## src/hw/rtl/tkw_pkg.sv

```systemverilog
// ---------------------------------------------------------------------------
// tkw_pkg: shared types and constants of the table-keyed word cipher
// Beat layouts, request codes, configuration indexes and the table
// request that goes between the sequencer and the table banks.
// ---------------------------------------------------------------------------
`default_nettype none

package tkw_pkg;

  // Field widths fixed by the beat formats
  localparam int unsigned WORD_W    = 32;
  localparam int unsigned BYTE_W    = 8;
  localparam int unsigned TIDX_W    = 16;
  localparam int unsigned BLOCK_W   = 13;
  localparam int unsigned LANES     = 4;
  localparam int unsigned TBL_DEPTH = 65536;

  // Request codes
  localparam logic [1:0] REQ_LOAD    = 2'd0;
  localparam logic [1:0] REQ_WORD    = 2'd1;
  localparam logic [1:0] REQ_RESTART = 2'd2;

  // Configuration register indexes
  localparam logic [1:0] CFG_MODE         = 2'd0;
  localparam logic [1:0] CFG_BLOCK_WORDS  = 2'd1;
  localparam logic [1:0] CFG_START_KEY    = 2'd2;
  localparam logic [1:0] CFG_START_SUBKEY = 2'd3;

  typedef struct packed {
    logic [1:0]        req_type;
    logic [TIDX_W-1:0] table_index;
    logic [BYTE_W-1:0] table_byte;
    logic [WORD_W-1:0] data_word;
  } req_t;

  typedef struct packed {
    logic [WORD_W-1:0] data_out;
    logic              block_last;
  } rsp_t;

  typedef struct packed {
    logic               cipher_mode;
    logic [BLOCK_W-1:0] block_words;
    logic [WORD_W-1:0]  start_key;
    logic [WORD_W-1:0]  start_subkey;
  } cfg_t;

  // One write port shared by all banks, one read address per bank
  typedef struct packed {
    logic                         we;
    logic [TIDX_W-1:0]            waddr;
    logic [BYTE_W-1:0]            wdata;
    logic                         re;
    logic [LANES-1:0][TIDX_W-1:0] raddr;
  } tbl_req_t;

  typedef struct packed {
    logic busy;
    logic emit;
  } seq_stat_t;

endpackage

`default_nettype wire

```

## src/hw/rtl/tkw_ctrl.sv

```systemverilog
// ---------------------------------------------------------------------------
// tkw_ctrl: word sequencer with running key state
// Issues the dependent table lookups of one word, folds the returned bytes
// into key and subkey, tracks the block position and holds the result beat.
// ---------------------------------------------------------------------------
`default_nettype none

module tkw_ctrl
  import tkw_pkg::*;
#(
  parameter int unsigned MaxBlockWords = 4096
) (
  input  wire logic                    clk_i,
  input  wire logic                    rst_ni,
  input  wire cfg_t                    cfg_i,
  input  wire logic                    in_valid_i,
  output logic                         in_ready_o,
  input  wire req_t                    in_data_i,
  output logic                         out_valid_o,
  input  wire logic                    out_ready_i,
  output rsp_t                         out_data_o,
  output tbl_req_t                     tbl_req_o,
  input  wire logic [LANES*BYTE_W-1:0] tbl_rdata_i,
  output seq_stat_t                    stat_o
);

  localparam int unsigned PosW = (MaxBlockWords > 1) ? $clog2(MaxBlockWords) : 1;
  localparam int unsigned CmpW = (PosW + 1 > BLOCK_W) ? PosW + 1 : BLOCK_W;
  localparam logic [CmpW-1:0] MaxLen = CmpW'(MaxBlockWords);

  // Sequencer phases: which lookup result arrives in this cycle
  localparam logic [1:0] PH_IDLE = 2'd0;
  localparam logic [1:0] PH_MIXK = 2'd1;
  localparam logic [1:0] PH_MIXS = 2'd2;
  localparam logic [1:0] PH_MIXP = 2'd3;

  logic [1:0]        phase_q, phase_d;
  logic [WORD_W-1:0] key_q, key_d;
  logic [WORD_W-1:0] sub_q, sub_d;
  logic [PosW-1:0]   pos_q, pos_d;
  logic [WORD_W-1:0] data_q, data_d;
  logic              last_q, last_d;
  logic              out_valid_q, out_valid_d;
  rsp_t              out_data_q;

  logic [WORD_W-1:0] mix_res, key_fwd, res, plain;
  logic [WORD_W-1:0] a_op, b_op;
  logic              rd_en;
  logic              in_acc, can_emit, emit;
  logic [CmpW-1:0]   bw_ext, len, pos_inc;
  logic              last_w;
  logic [PosW-1:0]   pos_nxt;

  // Rotate looked-up bytes: lane 0 on top, then lanes 3, 2, 1
  assign mix_res = {tbl_rdata_i[7:0], tbl_rdata_i[31:24],
                    tbl_rdata_i[23:16], tbl_rdata_i[15:8]};

  // Forward the final key update to a word issued in the same cycle
  assign key_fwd = (phase_q == PH_MIXP) ? mix_res : key_q;

  assign res   = data_q ^ key_q;
  assign plain = cfg_i.cipher_mode ? res : data_q;

  assign in_ready_o = (phase_q == PH_IDLE) || (phase_q == PH_MIXP);
  assign in_acc     = in_valid_i && in_ready_o;
  assign can_emit   = !out_valid_q || out_ready_i;
  assign emit       = (phase_q == PH_MIXS) && can_emit;

  // Clamp block length and find the end of the block
  always_comb begin
    bw_ext = CmpW'(cfg_i.block_words);
    if (bw_ext == '0) begin
      len = CmpW'(1);
    end else if (bw_ext > MaxLen) begin
      len = MaxLen;
    end else begin
      len = bw_ext;
    end
    pos_inc = CmpW'(pos_q) + CmpW'(1);
    last_w  = (pos_inc >= len);
    pos_nxt = last_w ? '0 : pos_inc[PosW-1:0];
  end

  // Advance the lookup chain and take new beats
  always_comb begin
    phase_d = phase_q;
    key_d   = key_q;
    sub_d   = sub_q;
    pos_d   = pos_q;
    data_d  = data_q;
    last_d  = last_q;
    a_op    = '0;
    b_op    = '0;
    rd_en   = 1'b0;

    case (phase_q)
      PH_MIXK: begin
        key_d   = mix_res;
        a_op    = sub_q;
        b_op    = mix_res | sub_q;
        rd_en   = 1'b1;
        phase_d = PH_MIXS;
      end
      PH_MIXS: begin
        if (can_emit) begin
          sub_d   = mix_res;
          a_op    = key_q;
          b_op    = plain & mix_res;
          rd_en   = 1'b1;
          phase_d = PH_MIXP;
        end
      end
      PH_MIXP: begin
        key_d   = mix_res;
        phase_d = PH_IDLE;
      end
      default: begin
      end
    endcase

    if (in_acc) begin
      case (in_data_i.req_type)
        REQ_WORD: begin
          data_d = in_data_i.data_word;
          last_d = last_w;
          pos_d  = pos_nxt;
          rd_en  = 1'b1;
          if (pos_q == '0) begin
            a_op    = key_fwd;
            b_op    = sub_q;
            phase_d = PH_MIXK;
          end else begin
            a_op    = sub_q;
            b_op    = key_fwd | sub_q;
            phase_d = PH_MIXS;
          end
        end
        REQ_RESTART: begin
          key_d = cfg_i.start_key;
          sub_d = cfg_i.start_subkey;
          pos_d = '0;
        end
        default: begin
        end
      endcase
    end
  end

  // Table request: loads write, lookups read one address per lane
  always_comb begin
    tbl_req_o.we    = in_acc && (in_data_i.req_type == REQ_LOAD);
    tbl_req_o.waddr = in_data_i.table_index;
    tbl_req_o.wdata = in_data_i.table_byte;
    tbl_req_o.re    = rd_en;
    for (int k = 0; k < LANES; k++) begin
      tbl_req_o.raddr[k] = {a_op[k*BYTE_W +: BYTE_W], b_op[k*BYTE_W +: BYTE_W]};
    end
  end

  // Hold the result beat until taken
  always_comb begin
    out_valid_d = out_valid_q;
    if (emit) begin
      out_valid_d = 1'b1;
    end else if (out_ready_i) begin
      out_valid_d = 1'b0;
    end
  end

  always_ff @(posedge clk_i or negedge rst_ni) begin
    if (!rst_ni) begin
      phase_q     <= PH_IDLE;
      key_q       <= '0;
      sub_q       <= '0;
      pos_q       <= '0;
      out_valid_q <= 1'b0;
    end else begin
      phase_q     <= phase_d;
      key_q       <= key_d;
      sub_q       <= sub_d;
      pos_q       <= pos_d;
      out_valid_q <= out_valid_d;
    end
  end

  always_ff @(posedge clk_i) begin
    data_q <= data_d;
    last_q <= last_d;
    if (emit) begin
      out_data_q.data_out   <= res;
      out_data_q.block_last <= last_q;
    end
  end

  assign out_valid_o = out_valid_q;
  assign out_data_o  = out_data_q;
  assign stat_o.busy = (phase_q == PH_MIXK) || (phase_q == PH_MIXS);
  assign stat_o.emit = emit;

endmodule

`default_nettype wire

```

## config.mk

```make
export PLATFORM = sky130hd
export DESIGN_NAME = tkw_ctrl
export DESIGN_NICKNAME = d
export VERILOG_FILES = /design/src/hw/rtl/tkw_pkg.sv /design/src/hw/rtl/tkw_ctrl.sv
export SDC_FILE = /design/constraint.sdc
export NUM_CORES = 1
export LEC_CHECK = 0
export BUFFER_PORTS_ARGS = -buffer_cell sky130_fd_sc_hd__buf_4
export CAP_MARGIN = 20
export CORE_MARGIN = 3
export CORE_UTILIZATION = 35
export CTS_CLUSTER_SIZE = 20
export DETAILED_ROUTE_END_ITERATION = 10
export GPL_ROUTABILITY_DRIVEN = 1
export GPL_TIMING_DRIVEN = 0
export HOLD_SLACK_MARGIN = 0.08
export PLACE_DENSITY_LB_ADDON = 0.2
export SETUP_SLACK_MARGIN = 0.5
export SLEW_MARGIN = 20
export SYNTH_ARGS = -nofsm -noshare
export SYNTH_HDL_FRONTEND = slang
export SYNTH_SLANG_ARGS = --single-unit
```

## constraint.sdc

```tcl
create_clock -name clk_i -period 4 [get_ports clk_i]
set_input_delay 0.2 -clock clk_i [delete_from_list [all_inputs] [get_ports clk_i]]
set_output_delay 0.2 -clock clk_i [all_outputs]
set_load 0.05 [all_outputs]
```

==> results.yml <==
logic_synthesis:
  yosys_most_used_dff: "dfrtp_1"
  syn-num-nets: 1236
  synth_area_leaders: "edfxtp_1 21%, dfrtp_1 21%, mux2i_1 6.9%"
  yosysSeqAreaShare: 0.427
  netlist_instances: 1042
  avgSynthCellArea_um2: 8.90
  syn_area_um2: 9270
  yosys_warnings: 0
  yosysMostFrequentCell: "nand2_1"
  synth_top_area_share: 0.214
  yosys.area.top_type: "edfxtp_1"
  synthArstFlopShare: 0.545
  synth_common_cells: "138 x nand2_1, 133 x nor2_1, 79 x dfrtp_1, 74 x o21ai_0"
  synth_edf_count: 66
  netlist-cell-type-count: 43
  ys_seq_elements: 145
global_route:
  grt_start_max_net_pins: 80
  overflow: 0
  first_global_vias: 9736
  grt.total_usage: 0.245
  antenna_found_initial: 0
  grt_pass1_wl_um: 54500
clocking:
  cts_htree_levels: 4
  clk_pin_slew_ns: 0.06
  cts_buffers: 17
  cts_tree: "yes"
  root_buffer: "clkbuf_16"
  cts.path.max_buffers: 2
  insertion_delay_ns: 0.43
  cts_sinks: 145
final_layout:
  drive_gt1_frac: 0.249
  n_antenna_cell: 0
  layout.cells.non_filler: 1798
  syn2layout_area_growth_pct: 46.0
  postLayoutCoreUtil: 0.528
  fillers: 2406
  fin_nets: 1649
critical_path:
  crit_buf_inv: 6
  crit_cells: 10
  cpPeakStageDelay_ns: 0.46
  cpMaxStageDelayCell: "clkbuf_4"
  crit_path_start_kind: "flip-flop"
  cp.required_ns: 3.80
  cp-end-kind: "output port"
  path_max_fanout: 23
  critPathArrivalTime_ns: 3.12
  crit_top_cell: "inv_1"
  path_class: "reg -> out"
  worstPathCellList: "inv_1 > ha_1 > nand2_1 > inv_1 > buf_2 > clkbuf_4 > buf_12 > a22oi_1 > o22ai_1 > buf_4"
  reg2reg_depth: 10
  critPathTopFamily: "buffers and inverters"
placement:
  gp_congestion: 0.880
  dp.cells: 1648
  place_hpwl_um: 25000
  port_buffers: 274
power:
  p_leak_nw: 5.92
  power_frac_clock: 0.124
  p_comb_frac: 0.639
  finalPower_mw: 12.2
  p_per_area_nw_per_um2: 903
  power_switching_share: 0.533
  pwr-share-seq: 0.237
  p_sw_mw: 6.51
  p_int_mw: 5.71
  vdd_drop_max_v: 0.000548
timing:
  finalCritPeriodShare: 0.830
  holdWs_ns: 0.0977
  period_minus_slack_ns: 3.32
  slew_violations: 0
  hold_viol_final: 0
  relSlewSlack: 0.368
  setup_viol: 0
  max_freq_mhz: 301
  grt_setup_unrepaired: "false"
  fin_setup_tns_ns: 0
  skew_ns: 0.00839
  tightest_slew_ns: 0.941
job:
  cap_violations: 0
floorplanning:
  die_area_um2: 28500
  start_util: 0.362
  die_y_um: 169
  die_w_um: 169
  rows: 58
  ios: 299
  core_area_um2: 25600
routing:
  via_per_inst: 5.39
  post_drt_wl_per_cell_um: 20.1
  finalWirelength_um: 36100
  first_iter_violations: 909
  first_pass_iters: 5
  ant_nets: 0
  via_count: 9697
  drcViolationCount: 0
run_status:
  status: "completed"
worst_hold_path:
  min_path_type: "in -> reg"
  min_path_cells: 3
## power groups by stage
stage          combinational (mW)  sequential, mW  clock [mW]
6_report                     7.81            2.89        1.52
5_1_grt                      8.34            2.97        1.61
4_1_cts                      7.74            2.87        1.55
3_5_place_dp                 7.41            2.89           0
3_3_place_gp                 7.29            2.89           0
2_1_floorplan                4.64            3.27           0
## what timing repair did
item	CTS	global route
gates cloned	0	0
setup buffers	0	0
hold buffers	118	0
hold endpoints to repair	173	0
endpoints found under the setup margin	2	36
resized for setup	1	16
## cells by family (layout without fill, tap and decap cells)
group | Yosys count | after routing | share of synthesized area
AO/OA/AOI/OAI | 317 | 317 | 0.210
multiplexers | 65 | 65 | 0.0703
flip-flops | 145 | 145 | 0.427
XOR/XNOR | 73 | 73 | 0.0689
buffers and inverters | 120 | 546 | 0.0625
adder cells (fa/ha/maj) | 22 | 22 | 0.0297
AND/OR/NAND/NOR | 300 | 300 | 0.132
## final timing paths
check                                     endpoint  slack [ns]            startpoint
setup / recovery                     tbl_req_o[47]        0.68  phase_q[0]$_DFF_PN0_
hold / removal                 sub_q[22]$_DFF_PN0_         0.1       tbl_rdata_i[30]
setup reg to reg               sub_q[24]$_DFF_PN0_        0.78  phase_q[0]$_DFF_PN0_
hold reg to reg            out_data_o[0]$_DFFE_PP_        0.42      last_q$_DFFE_PP_
max in group asynchronous      sub_q[23]$_DFF_PN0_        3.00                rst_ni
min in group asynchronous       key_q[8]$_DFF_PN0_        0.39                rst_ni
## stage by stage
stage / setup WS (ns) / instance area (um2)
2_1_floorplan: 0.550 / 9270
4_1_cts: 0.507 / 13500
6_report: 0.679 / 13500
3_3_place_gp: -0.500 / 11700
3_5_place_dp: 0.896 / 11800
5_1_grt: 0.513 / 13500
## sequential cells by signal (all words and copies together), names as in the netlist
name         cells
key_q           32
sub_q           32
data_q          32
out_data_o      33
pos_q           12
out_valid_o      1
phase_q          2
last_q           1
## layout make-up
class / count / area [um2] / share of cell area
multi-input cells: 777 / 4740 / 0.350
flip-flops and latches: 145 / 3960 / 0.292
repair buffers: 394 / 3280 / 0.242
plain buffers: 101 / 522 / 0.0385
clock buffers: 19 / 443 / 0.0327
well taps: 330 / 413 / 0.0305
clock inverters: 13 / 104 / 0.00767
inverters: 19 / 71.3 / 0.00527
## worst register-to-register path, delay by kind of cell (launching register included)
family,cells,cell delay [ns]
DFF,1,0.40
AOI/OAI and AO/OA,1,0.18
and+or+nand+nor,3,0.32
buffers and inverters,5,1.93
adders and majority gates,1,0.32
## cell usage in the layout (no fill, tap or decap), types with 2 or more instances in the layout
cell type / Yosys / layout
buf_4: 26 / 299
nand2_1: 138 / 138
nor2_1: 133 / 133
dlygate4sd3_1: 0 / 118
dfrtp_1: 79 / 79
o21ai_0: 74 / 74
xor2_1: 67 / 67
a21oi_1: 67 / 67
a31oi_1: 66 / 66
edfxtp_1: 66 / 66
mux2i_1: 64 / 64
clkbuf_1: 59 / 52
o22ai_1: 35 / 34
o2bb2ai_1: 32 / 32
a22oi_1: 32 / 32
ha_1: 22 / 22
inv_1: 18 / 17
clkbuf_16: 0 / 17
buf_2: 13 / 13
clkbuf_2: 0 / 8
xnor2_1: 6 / 6
nand4_1: 5 / 5
nand3_1: 5 / 5
clkinvlp_4: 0 / 5
and2_1: 4 / 4
inv_6: 0 / 4
nor3_1: 3 / 3
o31ai_1: 3 / 3
buf_6: 2 / 3
clkinv_4: 0 / 3
a211oi_1: 2 / 2
o211ai_1: 2 / 2
nand2b_1: 2 / 2
nor4_1: 2 / 2
buf_12: 0 / 2
## routing by layer
layer | vias to the layer above | part of all wire | global-route usage | wire [um]
met5 | - | 0 | 0 | 0
li1 | 4555 | - | - | -
met1 | 4617 | 0.43 | 0.333 | 15500
met2 | 480 | 0.47 | 0.406 | 17100
met3 | 45 | 0.076 | 0.0402 | 2730
met4 | 0 | 0.019 | 0.0683 | 686
Power figures use the tool's default switching activity.
